`config.mk`:
```
export PLATFORM = sky130hd
export DESIGN_NAME = char_lcd_nibble_sequencer_unit
export DESIGN_NICKNAME = d
export VERILOG_FILES = /design/src/hw/rtl/lcdseq_pkg.sv /design/src/hw/rtl/lcdseq_ctrl.sv /design/src/hw/rtl/lcdseq_dp.sv /design/src/hw/rtl/char_lcd_nibble_sequencer_unit.sv
export VERILOG_INCLUDE_DIRS = /design/src /design/src/hw/rtl
export SDC_FILE = /design/constraint.sdc
export NUM_CORES = 1
export LEC_CHECK = 0
export ABC_AREA = 1
export BUFFER_PORTS_ARGS = -buffer_cell sky130_fd_sc_hd__clkbuf_2
export CELL_PAD_IN_SITES_DETAIL_PLACEMENT = 0
export CELL_PAD_IN_SITES_GLOBAL_PLACEMENT = 1
export CORE_ASPECT_RATIO = 2
export CORE_MARGIN = 2
export CORE_UTILIZATION = 35
export DETAILED_ROUTE_END_ITERATION = 12
export GPL_TIMING_DRIVEN = 1
export PLACE_DENSITY_LB_ADDON = 0.1
export SLEW_MARGIN = 20
export SYNTH_ARGS = -nofsm -noshare
export SYNTH_HDL_FRONTEND = slang
export SYNTH_SLANG_ARGS = --single-unit
```
`constraint.sdc`:
```
create_clock -name clk -period 3.1 [get_ports clk]
set_clock_uncertainty 0.2 [all_clocks]
set_input_delay 0.62 -clock clk [delete_from_list [all_inputs] [get_ports clk]]
set_output_delay 0.62 -clock clk [all_outputs]
set_load 0.1 [all_outputs]
```
`src/hw/rtl/char_lcd_nibble_sequencer_unit_defines.svh`:
```
// Assertion macros used by the character LCD nibble sequencer controller.
// Depends on a clock named clk and a synchronous reset named rst in scope.
`ifndef CHAR_LCD_NIBBLE_SEQUENCER_UNIT_DEFINES_SVH
`define CHAR_LCD_NIBBLE_SEQUENCER_UNIT_DEFINES_SVH
`ifndef ASSERT_OFF
// Check a property outside of reset.
`define LCDSEQ_ASSERT(lbl, prop, msg) \
  lbl: assert property (@(posedge clk) disable iff (rst) prop) else $error(msg);
// Check a property on every edge, reset included.
`define LCDSEQ_ASSERT_ALWAYS(lbl, prop, msg) \
  lbl: assert property (@(posedge clk) prop) else $error(msg);
`else
`define LCDSEQ_ASSERT(lbl, prop, msg)
`define LCDSEQ_ASSERT_ALWAYS(lbl, prop, msg)
`endif
`endif

```
`src/hw/rtl/lcdseq_pkg.sv`:
```
// Shared types and constants for the character LCD nibble sequencer.
// No dependencies; imported by the controller, datapath and top level.
package lcdseq_pkg;

  // Field widths
  localparam int HOLD_W      = 16;
  localparam int PHASE_W     = 13;
  localparam int SETTLE_W    = 13;
  localparam int WAKE_W      = 16;
  localparam int PWR_W       = 16;
  localparam int CMD_W       = 8;
  localparam int NIB_W       = 4;
  localparam int CFG_IDX_W   = 3;
  localparam int CFG_DATA_W  = 16;
  localparam int NIB_IDX_W   = 4;

  // Register reset values
  localparam logic [PHASE_W-1:0]  PHASE_HOLD_RST   = 13'd200;
  localparam logic [WAKE_W-1:0]   WAKE_WAIT_RST    = 16'd5000;
  localparam logic [SETTLE_W-1:0] SETTLE_WAIT_RST  = 13'd200;
  localparam logic [PWR_W-1:0]    POWER_UP_RST     = 16'd15000;
  localparam logic [CMD_W-1:0]    FUNC_SET_RST     = 8'h28;
  localparam logic [CMD_W-1:0]    DISP_CTRL_RST    = 8'h0C;

  // Fixed init bytes and nibbles
  localparam logic [NIB_W-1:0] WAKE_NIB    = 4'h3;
  localparam logic [NIB_W-1:0] FOURBIT_NIB = 4'h2;
  localparam logic [CMD_W-1:0] CMD_CLEAR   = 8'h01;
  localparam logic [CMD_W-1:0] CMD_ENTRY   = 8'h06;

  // Nibble slots: a write has two, init has four wake nibbles plus four bytes
  localparam logic [NIB_IDX_W-1:0] NIB_LAST_WRITE = 4'd1;
  localparam logic [NIB_IDX_W-1:0] NIB_LAST_INIT  = 4'd11;
  localparam logic [NIB_IDX_W-1:0] NIB_FIRST_CMD  = 4'd4;

  // Configuration register indexes
  typedef enum logic [CFG_IDX_W-1:0] {
    CFG_PHASE_HOLD  = 3'd0,
    CFG_WAKE_WAIT   = 3'd1,
    CFG_SETTLE_WAIT = 3'd2,
    CFG_POWER_UP    = 3'd3,
    CFG_FUNC_SET    = 3'd4,
    CFG_DISP_CTRL   = 3'd5
  } lcdseq_cfg_idx_t;

  // Phases of one nibble
  typedef enum logic [1:0] {
    PH_SETUP   = 2'd0,
    PH_EN_HIGH = 2'd1,
    PH_EN_LOW  = 2'd2
  } lcdseq_phase_t;

  // Controller states
  typedef enum logic [1:0] {
    ST_IDLE = 2'd0,
    ST_PWR  = 2'd1,
    ST_NIB  = 2'd2
  } lcdseq_state_t;

  // Controller to datapath
  typedef struct packed {
    logic                 load_item;
    logic                 emit;
    logic                 power;
    logic                 init;
    logic [NIB_IDX_W-1:0] nib_idx;
    lcdseq_phase_t        phase;
    logic                 last;
  } lcdseq_cmd_t;

  // Datapath to controller
  typedef struct packed {
    logic slot_free;
  } lcdseq_sts_t;

endpackage

```
`src/hw/rtl/lcdseq_ctrl.sv`:
```
// Phase sequencer state machine of the character LCD nibble sequencer.
// Depends on lcdseq_pkg and the assertion macros header.
`include "char_lcd_nibble_sequencer_unit_defines.svh"
module lcdseq_ctrl
  import lcdseq_pkg::*;
(
  input  logic        clk,
  input  logic        rst,
  input  logic        in_valid,
  output logic        in_ready,
  input  logic        mode,
  input  lcdseq_sts_t sts,
  output lcdseq_cmd_t cmd
);

  lcdseq_state_t        state, state_next;
  logic [NIB_IDX_W-1:0] nib_idx, nib_idx_next;
  lcdseq_phase_t        phase, phase_next;
  logic                 init_mode, init_mode_next;
  logic                 accept;
  logic                 is_last;

  assign accept = in_valid && in_ready;
  assign is_last = (state == ST_NIB) && (phase == PH_EN_LOW) &&
                   (nib_idx == (init_mode ? NIB_LAST_INIT : NIB_LAST_WRITE));

  // Next state
  always_comb begin
    state_next = state;
    case (state)
      ST_IDLE: begin
        if (accept) state_next = mode ? ST_NIB : ST_PWR;
      end
      ST_PWR: begin
        if (sts.slot_free) state_next = ST_NIB;
      end
      ST_NIB: begin
        if (sts.slot_free && is_last) state_next = ST_IDLE;
      end
      default: state_next = ST_IDLE;
    endcase
  end

  // Advance the nibble and phase counters
  always_comb begin
    nib_idx_next   = nib_idx;
    phase_next     = phase;
    init_mode_next = init_mode;
    if (accept) begin
      nib_idx_next   = '0;
      phase_next     = PH_SETUP;
      init_mode_next = !mode;
    end else if (state == ST_NIB && sts.slot_free && !is_last) begin
      case (phase)
        PH_SETUP:   phase_next = PH_EN_HIGH;
        PH_EN_HIGH: phase_next = PH_EN_LOW;
        PH_EN_LOW: begin
          phase_next   = PH_SETUP;
          nib_idx_next = nib_idx + 1'b1;
        end
        default:    phase_next = PH_SETUP;
      endcase
    end
  end

  // Outputs
  always_comb begin
    in_ready      = (state == ST_IDLE);
    cmd.load_item = accept;
    cmd.emit      = 1'b0;
    cmd.power     = (state == ST_PWR);
    cmd.init      = init_mode;
    cmd.nib_idx   = nib_idx;
    cmd.phase     = phase;
    cmd.last      = is_last;
    case (state)
      ST_IDLE: cmd.emit = 1'b0;
      ST_PWR:  cmd.emit = sts.slot_free;
      ST_NIB:  cmd.emit = sts.slot_free;
      default: cmd.emit = 1'b0;
    endcase
  end

  always_ff @(posedge clk) begin
    if (rst) begin
      state     <= ST_IDLE;
      nib_idx   <= '0;
      phase     <= PH_SETUP;
      init_mode <= 1'b0;
    end else begin
      state     <= state_next;
      nib_idx   <= nib_idx_next;
      phase     <= phase_next;
      init_mode <= init_mode_next;
    end
  end

  `LCDSEQ_ASSERT_ALWAYS(a_rst_idle, rst |=> state == ST_IDLE, "not idle after reset")
  `LCDSEQ_ASSERT(a_emit_free, cmd.emit |-> sts.slot_free, "phase issued into full slot")
  `LCDSEQ_ASSERT(a_last_low, cmd.last |-> cmd.phase == PH_EN_LOW, "last not on enable low")
  `LCDSEQ_ASSERT(a_write_idx, (state == ST_NIB && !init_mode) |-> nib_idx <= NIB_LAST_WRITE,
                 "write item ran past its low nibble")
  `LCDSEQ_ASSERT(a_done_idle, (cmd.emit && cmd.last) |=> state == ST_IDLE,
                 "no return to idle after last phase")

endmodule

```
`src/hw/rtl/lcdseq_dp.sv`:
```
// Datapath of the character LCD nibble sequencer: config registers,
// item latch, nibble and hold selection, output register. Uses lcdseq_pkg.
module lcdseq_dp
  import lcdseq_pkg::*;
(
  input  logic                  clk,
  input  logic                  rst,
  input  logic                  cfg_we,
  input  logic [CFG_IDX_W-1:0]  cfg_index,
  input  logic [CFG_DATA_W-1:0] cfg_data,
  input  logic [CMD_W-1:0]      byte_value,
  input  logic                  register_select,
  input  lcdseq_cmd_t           cmd,
  output lcdseq_sts_t           sts,
  output logic                  out_valid,
  input  logic                  out_ready,
  output logic                  rs_pin,
  output logic                  rw_pin,
  output logic [NIB_W-1:0]      data_nibble,
  output logic                  enable_pin,
  output logic [HOLD_W-1:0]     hold_us,
  output logic                  last_phase
);

  logic [PHASE_W-1:0]  phase_hold_us;
  logic [WAKE_W-1:0]   wake_wait_us;
  logic [SETTLE_W-1:0] settle_wait_us;
  logic [PWR_W-1:0]    power_up_wait_us;
  logic [CMD_W-1:0]    function_set_cmd;
  logic [CMD_W-1:0]    display_ctrl_cmd;
  logic [NIB_W-1:0]    driven_nibble;
  logic [CMD_W-1:0]    item_byte;
  logic                item_rs;

  logic [CMD_W-1:0]    init_byte;
  logic [NIB_W-1:0]    sel_nib;
  logic [WAKE_W-1:0]   extra;
  logic [HOLD_W:0]     hold_sum;
  logic [HOLD_W-1:0]   hold_sel;

  // Configuration writes; unknown indexes drop
  always_ff @(posedge clk) begin
    if (rst) begin
      phase_hold_us    <= PHASE_HOLD_RST;
      wake_wait_us     <= WAKE_WAIT_RST;
      settle_wait_us   <= SETTLE_WAIT_RST;
      power_up_wait_us <= POWER_UP_RST;
      function_set_cmd <= FUNC_SET_RST;
      display_ctrl_cmd <= DISP_CTRL_RST;
    end else if (cfg_we) begin
      case (cfg_index)
        CFG_PHASE_HOLD:  phase_hold_us    <= cfg_data[PHASE_W-1:0];
        CFG_WAKE_WAIT:   wake_wait_us     <= cfg_data[WAKE_W-1:0];
        CFG_SETTLE_WAIT: settle_wait_us   <= cfg_data[SETTLE_W-1:0];
        CFG_POWER_UP:    power_up_wait_us <= cfg_data[PWR_W-1:0];
        CFG_FUNC_SET:    function_set_cmd <= cfg_data[CMD_W-1:0];
        CFG_DISP_CTRL:   display_ctrl_cmd <= cfg_data[CMD_W-1:0];
        default: ;
      endcase
    end
  end

  // Hold the write item's byte and register select
  always_ff @(posedge clk) begin
    if (cmd.load_item) begin
      item_byte <= byte_value;
      item_rs   <= register_select;
    end
  end

  // Pick the init command byte for this nibble slot
  always_comb begin
    case (cmd.nib_idx[NIB_IDX_W-1:1])
      3'd2:    init_byte = function_set_cmd;
      3'd3:    init_byte = CMD_CLEAR;
      3'd4:    init_byte = CMD_ENTRY;
      3'd5:    init_byte = display_ctrl_cmd;
      default: init_byte = '0;
    endcase
  end

  // Select the nibble and the extra wait on the enable-low phase
  always_comb begin
    extra = '0;
    if (!cmd.init) begin
      sel_nib = cmd.nib_idx[0] ? item_byte[NIB_W-1:0] : item_byte[CMD_W-1:NIB_W];
    end else if (cmd.nib_idx < NIB_FIRST_CMD) begin
      sel_nib = (cmd.nib_idx == NIB_FIRST_CMD - 1'b1) ? FOURBIT_NIB : WAKE_NIB;
      if (cmd.nib_idx == '0) extra = wake_wait_us;
      else                   extra = WAKE_W'(settle_wait_us);
    end else begin
      sel_nib = cmd.nib_idx[0] ? init_byte[NIB_W-1:0] : init_byte[CMD_W-1:NIB_W];
      if (cmd.nib_idx[0]) extra = WAKE_W'(settle_wait_us);
    end
  end

  // Add the extra wait and saturate
  always_comb begin
    hold_sum = (HOLD_W+1)'(phase_hold_us);
    if (cmd.phase == PH_EN_LOW) hold_sum = hold_sum + (HOLD_W+1)'(extra);
    hold_sel = hold_sum[HOLD_W] ? '1 : hold_sum[HOLD_W-1:0];
  end

  assign sts.slot_free = !out_valid || out_ready;

  // Output register and the nibble left on the data lines
  always_ff @(posedge clk) begin
    if (rst) begin
      out_valid     <= 1'b0;
      driven_nibble <= '0;
    end else if (cmd.emit) begin
      out_valid <= 1'b1;
      if (!cmd.power) driven_nibble <= sel_nib;
    end else if (out_ready) begin
      out_valid <= 1'b0;
    end
  end

  always_ff @(posedge clk) begin
    if (cmd.emit) begin
      rw_pin     <= 1'b0;
      last_phase <= cmd.last;
      if (cmd.power) begin
        rs_pin      <= 1'b0;
        data_nibble <= driven_nibble;
        enable_pin  <= 1'b0;
        hold_us     <= power_up_wait_us;
      end else begin
        rs_pin      <= cmd.init ? 1'b0 : item_rs;
        data_nibble <= sel_nib;
        enable_pin  <= (cmd.phase == PH_EN_HIGH);
        hold_us     <= hold_sel;
      end
    end
  end

endmodule

```
`src/hw/rtl/char_lcd_nibble_sequencer_unit.sv`:
```
// Top level of the character LCD 4-bit bus sequencer.
// Instantiates lcdseq_ctrl and lcdseq_dp; uses lcdseq_pkg.
//
// Usage:
//   Input channel (in_valid/in_ready) takes one item: mode 0 runs the
//   controller init sequence, mode 1 writes byte_value with register_select.
//   Output channel (out_valid/out_ready) gives one bus phase per transfer:
//   pin levels plus hold_us; last_phase marks the final phase of an item.
//   cfg_we/cfg_index/cfg_data write the timing and init command registers;
//   write them only while the block is idle.
// Timing:
//   After the item transfer the phase sequencer leaves idle and then loads
//   the first phase into the output register; one phase follows per cycle
//   while the output is not stalled. A write item gives 6 phases and an
//   init item gives 37 phases.
//   A stall on the output holds the current phase in the output register and
//   freezes the sequencer; the next item is taken once the last phase of the
//   current item is loaded, even while it still waits on the output.
// Reset: synchronous; registers return to their defaults, the data lines
//   record returns to zero and no phase is pending.
module char_lcd_nibble_sequencer_unit
  import lcdseq_pkg::*;
(
  input  logic                  clk,
  input  logic                  rst,
  input  logic                  cfg_we,
  input  logic [CFG_IDX_W-1:0]  cfg_index,
  input  logic [CFG_DATA_W-1:0] cfg_data,
  input  logic                  in_valid,
  output logic                  in_ready,
  input  logic                  mode,
  input  logic [CMD_W-1:0]      byte_value,
  input  logic                  register_select,
  output logic                  out_valid,
  input  logic                  out_ready,
  output logic                  rs_pin,
  output logic                  rw_pin,
  output logic [NIB_W-1:0]      data_nibble,
  output logic                  enable_pin,
  output logic [HOLD_W-1:0]     hold_us,
  output logic                  last_phase
);

  lcdseq_cmd_t cmd;
  lcdseq_sts_t sts;

  lcdseq_ctrl u_ctrl (
    .clk      (clk),
    .rst      (rst),
    .in_valid (in_valid),
    .in_ready (in_ready),
    .mode     (mode),
    .sts      (sts),
    .cmd      (cmd)
  );

  lcdseq_dp u_dp (
    .clk             (clk),
    .rst             (rst),
    .cfg_we          (cfg_we),
    .cfg_index       (cfg_index),
    .cfg_data        (cfg_data),
    .byte_value      (byte_value),
    .register_select (register_select),
    .cmd             (cmd),
    .sts             (sts),
    .out_valid       (out_valid),
    .out_ready       (out_ready),
    .rs_pin          (rs_pin),
    .rw_pin          (rw_pin),
    .data_nibble     (data_nibble),
    .enable_pin      (enable_pin),
    .hold_us         (hold_us),
    .last_phase      (last_phase)
  );

endmodule

```
# Word-level counts from Yosys, hierarchy flattened
# Cells that the tools add are included.
# op_classes
addsub	2
n_lt_le_gt_ge	1
n_eq_ne	18
muxes	24
reduce_logical	26
# op_table
operator	n
$mux 16	5
$pmux 8 s4	1
$mux 4	6
$add 13x16->17	1
$mux 17	1
$reduce_and 2->1	7
$mux 13	1
$eq 3x2->1 const B	4
$eq 3x3->1 const B	4
$mux 2	4
$logic_and 1x1->1	6
$pmux 2 s3	1
$reduce_or 2->1	3
$add 4x1->4 const B	1
$eq 2x1->1 const B	2
$eq 2x2->1 const B	2
$eq 4x2->1 const B	1
$eq 4x4->1	1
$logic_not 2->1	2
$logic_not 4->1	1
$lt 4x3->1 const B	1
$mux 1	4
$ne 2x1->1 const B	2
$pmux 2 s2	1
other kinds (7)	9
# word_totals
regBits	120
output_inout_bits	26

# Depth between registers and ports, before layout
# depth
word_depth	8
depth_mapped	21
depth_no_buf	19

# Modules after synthesis
# Synthesis repeated with hierarchy kept, for this count alone.
# unflattened
hier_cells	884
area_unflattened_um2	6224.7
# modules_own_cells
mod	n_inst	cells_per_inst	area_each_um2	seq_area_each_um2
lcdseq_dp	1	804	5662.9	2542.4
lcdseq_ctrl	1	80	561.8	180.2

# Worst setup path before layout
# No wires, ideal clock.
# synth_path
path_type	register -> register
start	reg u_ctrl.nib_idx[0]
end	reg u_dp.hold_us[7], data pin
setup_ns	0.253
arrival_ns	2.819
required_time_ns	2.647
path_slack_ns	-0.172
stages_incl_launch_ff	21
n_path_buf	2
period_less_slack_ns	3.272
path_cell_list	dfxtp_1 -> inv_1 -> buf_2 -> ha_1 -> nand2_1 -> clkbuf_1 -> nor2_1 -> nor2_1 -> o21ai_0 -> a21oi_1 -> ha_1 -> nand2_1 -> inv_1 -> a21oi_2 -> nor2_1 -> nor2_2 -> nand2_4 -> nand2_4 -> nand2_8 -> o21ai_1 -> inv_1
# synth_via
elab_chain_len	8
elab_cells_between_ends	10
classes_between	add/sub: 1; order compare: 1; mux: 7; reduce/logical: 1
# synth_rtl
element	line	source
from (decl)	lcdseq_ctrl.sv:17	logic [NIB_IDX_W-1:0] nib_idx, nib_idx_next;
from (signal assigned)	lcdseq_ctrl.sv:92	nib_idx <= nib_idx_next;
branches (longest 2 deep; another with $lt 4x3->1)	n/a	
$mux 16 (*)	lcdseq_dp.sv:87	end else if (cmd.nib_idx < NIB_FIRST_CMD) begin
$mux 16 (*)	lcdseq_dp.sv:85	if (!cmd.init) begin
$add 13x16->17 (*)	lcdseq_dp.sv:100	if (cmd.phase == PH_EN_LOW) hold_sum = hold_sum + (HOLD_W+1)'(extra);
$mux 17 (*)	lcdseq_dp.sv:100	
$mux 16 (*)	lcdseq_dp.sv:101	hold_sel = hold_sum[HOLD_W] ? '1 : hold_sum[HOLD_W-1:0];
$mux 16 (*)	lcdseq_dp.sv:123	if (cmd.power) begin
to (signal assigned)	lcdseq_dp.sv:127	hold_us <= power_up_wait_us;
to (signal assigned)	lcdseq_dp.sv:132	hold_us <= hold_sel;
to (decl)	lcdseq_dp.sv:21	output logic [HOLD_W-1:0] hold_us,
# Every way passes the cells marked *.
# A chain may end at the register's enable or synchronous reset.

# Worst setup path after layout
# layout_path
start	reg u_ctrl.nib_idx[2]
end	reg u_dp.hold_us[12], data pin
# Same word-level chain as after synthesis.

==> impl_metrics.tcl <==
set metrics [dict create \
    min-delay-start "byte_value[3]" \
    maxCapViolCount 0 \
    placed_cells 1176 \
    post_synth_inst_count 884 \
    syn-cell-area_um2 6280 \
    worst_setup_hold_path_clk_slew_ns 0.06 \
    crit_slowest_cell "sky130_fd_sc_hd__fa_2" \
    multiInputGateArea_um2 3400 \
    hp-class "input pin to flip-flop" \
    critPathCaptureType "flip-flop" \
    first_global_vias 6097 \
    p_total_mw 6.85 \
    initial_utilization 0.355 \
    clock_latency_on_the_worst_skew_pair_ns 0.41 \
    detailroute.wirelength.met2_mm 11.9 \
    fp.dieH_um 193 \
    seq_area_um2 2730 \
    min_cycle_time_layout_ns 2.99 \
    cp_data_arrival_time_ns 2.97 \
    drt-pass1-iter-count 5 \
    num-fill-cells 1808 \
    grt_antenna_before_repair 0 \
    timing.critical_path.mode_cell "sky130_fd_sc_hd__nor2_2" \
    power.ir.vdd_worst_v 0.000685 \
    remaining_routing_drc_violations 0 \
    number_of_buffers_created_by_cts 17 \
    synth.top_cell.area_share 0.280 \
    worst-path-buf-inv 4 \
    antenna-diode-count 0 \
    p_per_area_nw_per_um2 845 \
    max_freq_ghz 0.334 \
    vias_per_cell 5.02 \
    critical_path.max_fanout 7 \
    post_layout_nonfiller_instances 1217 \
    dr_total_vias 6105 \
    synthesis.yosys.warnings 0 \
    finalSetupViolCount 0 \
    globalplace.congestion 0.928 \
    min_period_over_period 0.966 \
    total_routed_length_mm 21.1 \
    req_time_crit_path_ns 3.08 \
    fin_setup_tns_ns 0 \
    power.switching_fraction 0.436 \
    drive_above_1_share 0.259 \
    boundaryPins 60 \
    dp_hpwl_mm 16.2 \
    clock_tree.buffer_depth 2 \
    met3RoutedLength_um 524 \
    slew_violations 0 \
    rows 69 \
    leading_post_synthesis_cells_by_instance_count "sky130_fd_sc_hd__nand2_1 (194), sky130_fd_sc_hd__nor2_1 (183), sky130_fd_sc_hd__dfxtp_1 (88)" \
    worst-slew-pin-transition_ns 0.703 \
    area_delta_synth_final_pct 29.0 \
    p_switching_mw 2.99 \
    relative_slew_slack 0.531 \
    crit_family "simple AND/OR/NAND/NOR gates" \
    highest_metal_used "met4" \
    fp.coreArea_um2 17700 \
    wl_met1_mm 7.50 \
    synth-async-reset-ratio 0 \
    rr_startpoint "u_ctrl.nib_idx[2]" \
    drt-wirelength-per-cell_um 17.3 \
    cts_num_sinks 120 \
    post-synth-top-count-cell "sky130_fd_sc_hd__nand2_1" \
    synth.top_cells.by_area "sky130_fd_sc_hd__dfxtp_1 (28%), sky130_fd_sc_hd__edfxtp_1 (15%), sky130_fd_sc_hd__nand2_1 (12%), sky130_fd_sc_hd__nor2_1 (11%), sky130_fd_sc_hd__o21ai_0 (6.8%)" \
    dr.first_iter.drc_count 337 \
    synthDominantAreaCellType "sky130_fd_sc_hd__dfxtp_1" \
    setup.worst_path.class "flip-flop to flip-flop" \
    htreeDepth 4 \
    worstPathCellList "inv_4, ha_4, nand2_4, clkinvlp_4, buf_12, nor2_2, a21oi_2, buf_4, fa_2, nand3_1, nand3_2, nand3_2, nand4_1, nand3_1, nand2_1, nor2_2, nor2_2" \
    syn_nets 939 \
    postCtsHoldBufs 0 \
    synth_area_per_cell_um2 7.11 \
    leakage_nw 3.80 \
    synth-edff-count 32 \
    design_internal_power_mw 3.86 \
    fp.dieArea_um2 19100 \
    gr-usage-all-layers 0.224 \
    cts_root_buffer "sky130_fd_sc_hd__clkbuf_16" \
    cts_tree "done" \
    critical_path.startpoint "u_ctrl.nib_idx[2]" \
    final_core_util 0.458 \
    post_synth_num_cell_types 42 \
    ant_nets 0 \
    ys.flop_type "sky130_fd_sc_hd__dfxtp_1" \
    pwr-share-seq 0.306 \
    die_x_um 98.7 \
    ys_ff_latch 120 \
    grt_first_pass_wirelength_mm 32.6 \
    part_of_the_total_power_dissipated_in_combinational_logic 0.393 \
    start_kind "flip-flop" \
    cp_slowest_stage_delay_ns 0.36 \
    grt_setup_unrepaired "yes" \
    numPortBuffers 58 \
    clkPwrFrac 0.301 \
    outcome "completed" \
    grt-ovfl-total 0 \
    ys_seq_area_frac 0.433 \
    design.final.nets 1046 \
    hold_viol_final 0 \
    grt_max_degree 76 \
]
[cell type report]
type | count | share of cell area
inverters | 85 | 0.0407
flip-flops and latches | 120 | 0.337
multi-input cells | 650 | 0.419
clock buffers | 17 | 0.0525
clock inverters | 15 | 0.0245
well taps | 213 | 0.0329
repair buffers | 117 | 0.0934
[worst register-to-register path, delay by kind of cell (launching register included)]
family | cells | cell delay [ns]
AND/OR/NAND/NOR | 10 | 1.06
adder cells (fa/ha/maj) | 2 | 0.52
buffers and inverters | 4 | 0.57
AO/OA/AOI/OAI | 1 | 0.07
flip-flops | 1 | 0.35
[timing repair]
action,4_1_cts,5_1_grt
setup buffers,0,9
gates resized for setup,6,91
cloned,0,0
hold endpoints to repair,0,0
pin swaps,0,30
setup endpoints to repair,9,16
[routing by layer]
layer,up-vias,global-route usage
met5,-,0
met2,132,0.431
met4,0,0.124
met1,2860,0.222
li1,3066,-
met3,47,0.0300
[stage by stage]
stage                     cell area (um2)  hold WS [ns]  setup WS, ns
after detailed placement             7090         0.245        -0.214
final                                8110         0.178         0.106
after floorplan                      6300         0.221        0.0332
after CTS                            7730         0.165       -0.0513
after global placement               7090         0.241        -0.165
after global routing                 8110         0.160       -0.0815
[power by group through the flow]
| stage | clock (mW) | combinational, mW | sequential [mW] |
|---|---|---|---|
| floorplan | 0 | 0.939 | 3.27 |
| global placement | 0 | 2.61 | 2.12 |
| detailed placement | 0 | 2.65 | 2.13 |
| CTS | 2.11 | 2.66 | 2.10 |
| global route | 2.18 | 2.87 | 2.12 |
| finish | 2.07 | 2.69 | 2.10 |
[registers in the layout, indices dropped and copies added (netlist names), 2 cells and up]
name and flops:
u_ctrl.phase 2, u_dp.function_set_cmd 8, u_dp.item_byte 8, u_dp.display_ctrl_cmd 8, u_ctrl.state 2, u_dp.phase_hold_us 13, u_dp.power_up_wait_us 16, u_dp.wake_wait_us 16
u_dp.driven_nibble 4, u_dp.data_nibble 4, u_ctrl.nib_idx 4, u_dp.hold_us 16, u_dp.settle_wait_us 13
[path summary, 6_finish.rpt]
check,endpoint,slack [ns],cells past startpoint
max,u_dp.hold_us[12],0.11,17
max reg2reg,u_dp.hold_us[12],0.11,17
min reg2reg,u_dp.wake_wait_us[7],0.26,2
min,u_dp.item_byte[3],0.18,1
[layout by cell type (no fill, tap or decap), types with 3 or more instances in the layout]
| master | count |
|---|---|
| sky130_fd_sc_hd__dfxtp_1 | 83 |
| sky130_fd_sc_hd__nand3_2 | 6 |
| sky130_fd_sc_hd__o21ai_0 | 73 |
| sky130_fd_sc_hd__nand3_1 | 63 |
| sky130_fd_sc_hd__nor3_2 | 3 |
| sky130_fd_sc_hd__clkinv_2 | 3 |
| sky130_fd_sc_hd__a21oi_2 | 7 |
| sky130_fd_sc_hd__dfxtp_2 | 5 |
| sky130_fd_sc_hd__nor2_1 | 170 |
| sky130_fd_sc_hd__clkbuf_2 | 58 |
| sky130_fd_sc_hd__a31oi_1 | 4 |
| sky130_fd_sc_hd__clkinv_4 | 4 |
| sky130_fd_sc_hd__buf_4 | 55 |
| sky130_fd_sc_hd__ha_1 | 11 |
| sky130_fd_sc_hd__nand4_1 | 3 |
| sky130_fd_sc_hd__inv_1 | 72 |
| sky130_fd_sc_hd__bufinv_16 | 4 |
| sky130_fd_sc_hd__nand2_4 | 4 |
| sky130_fd_sc_hd__clkinv_1 | 5 |
| sky130_fd_sc_hd__buf_6 | 3 |
| sky130_fd_sc_hd__nand2_2 | 18 |
| sky130_fd_sc_hd__clkbuf_16 | 17 |
| sky130_fd_sc_hd__o21ai_2 | 6 |
| sky130_fd_sc_hd__nor2_4 | 3 |
| sky130_fd_sc_hd__inv_2 | 5 |
| sky130_fd_sc_hd__o21ai_1 | 10 |
| sky130_fd_sc_hd__edfxtp_1 | 32 |
| sky130_fd_sc_hd__a21oi_1 | 35 |
| sky130_fd_sc_hd__ha_4 | 7 |
| sky130_fd_sc_hd__nor2_2 | 29 |
| sky130_fd_sc_hd__nand2_1 | 175 |
| sky130_fd_sc_hd__inv_4 | 3 |
[kinds of logic (layout without fill, tap and decap cells)]
group / after synthesis / after routing / synth area share
multiplexers: 1 / 1 / 0.00159
flip-flops: 120 / 120 / 0.433
adder cells (fa/ha/maj): 21 / 21 / 0.0430
AND/OR/NAND/NOR: 485 / 485 / 0.331
AO/OA/AOI/OAI: 140 / 140 / 0.116
XOR/XNOR: 2 / 2 / 0.00279
buffers and inverters: 114 / 234 / 0.0717
other: 1 / 1 / 0.000597
Note: power is estimated with default switching activity, not from simulation.
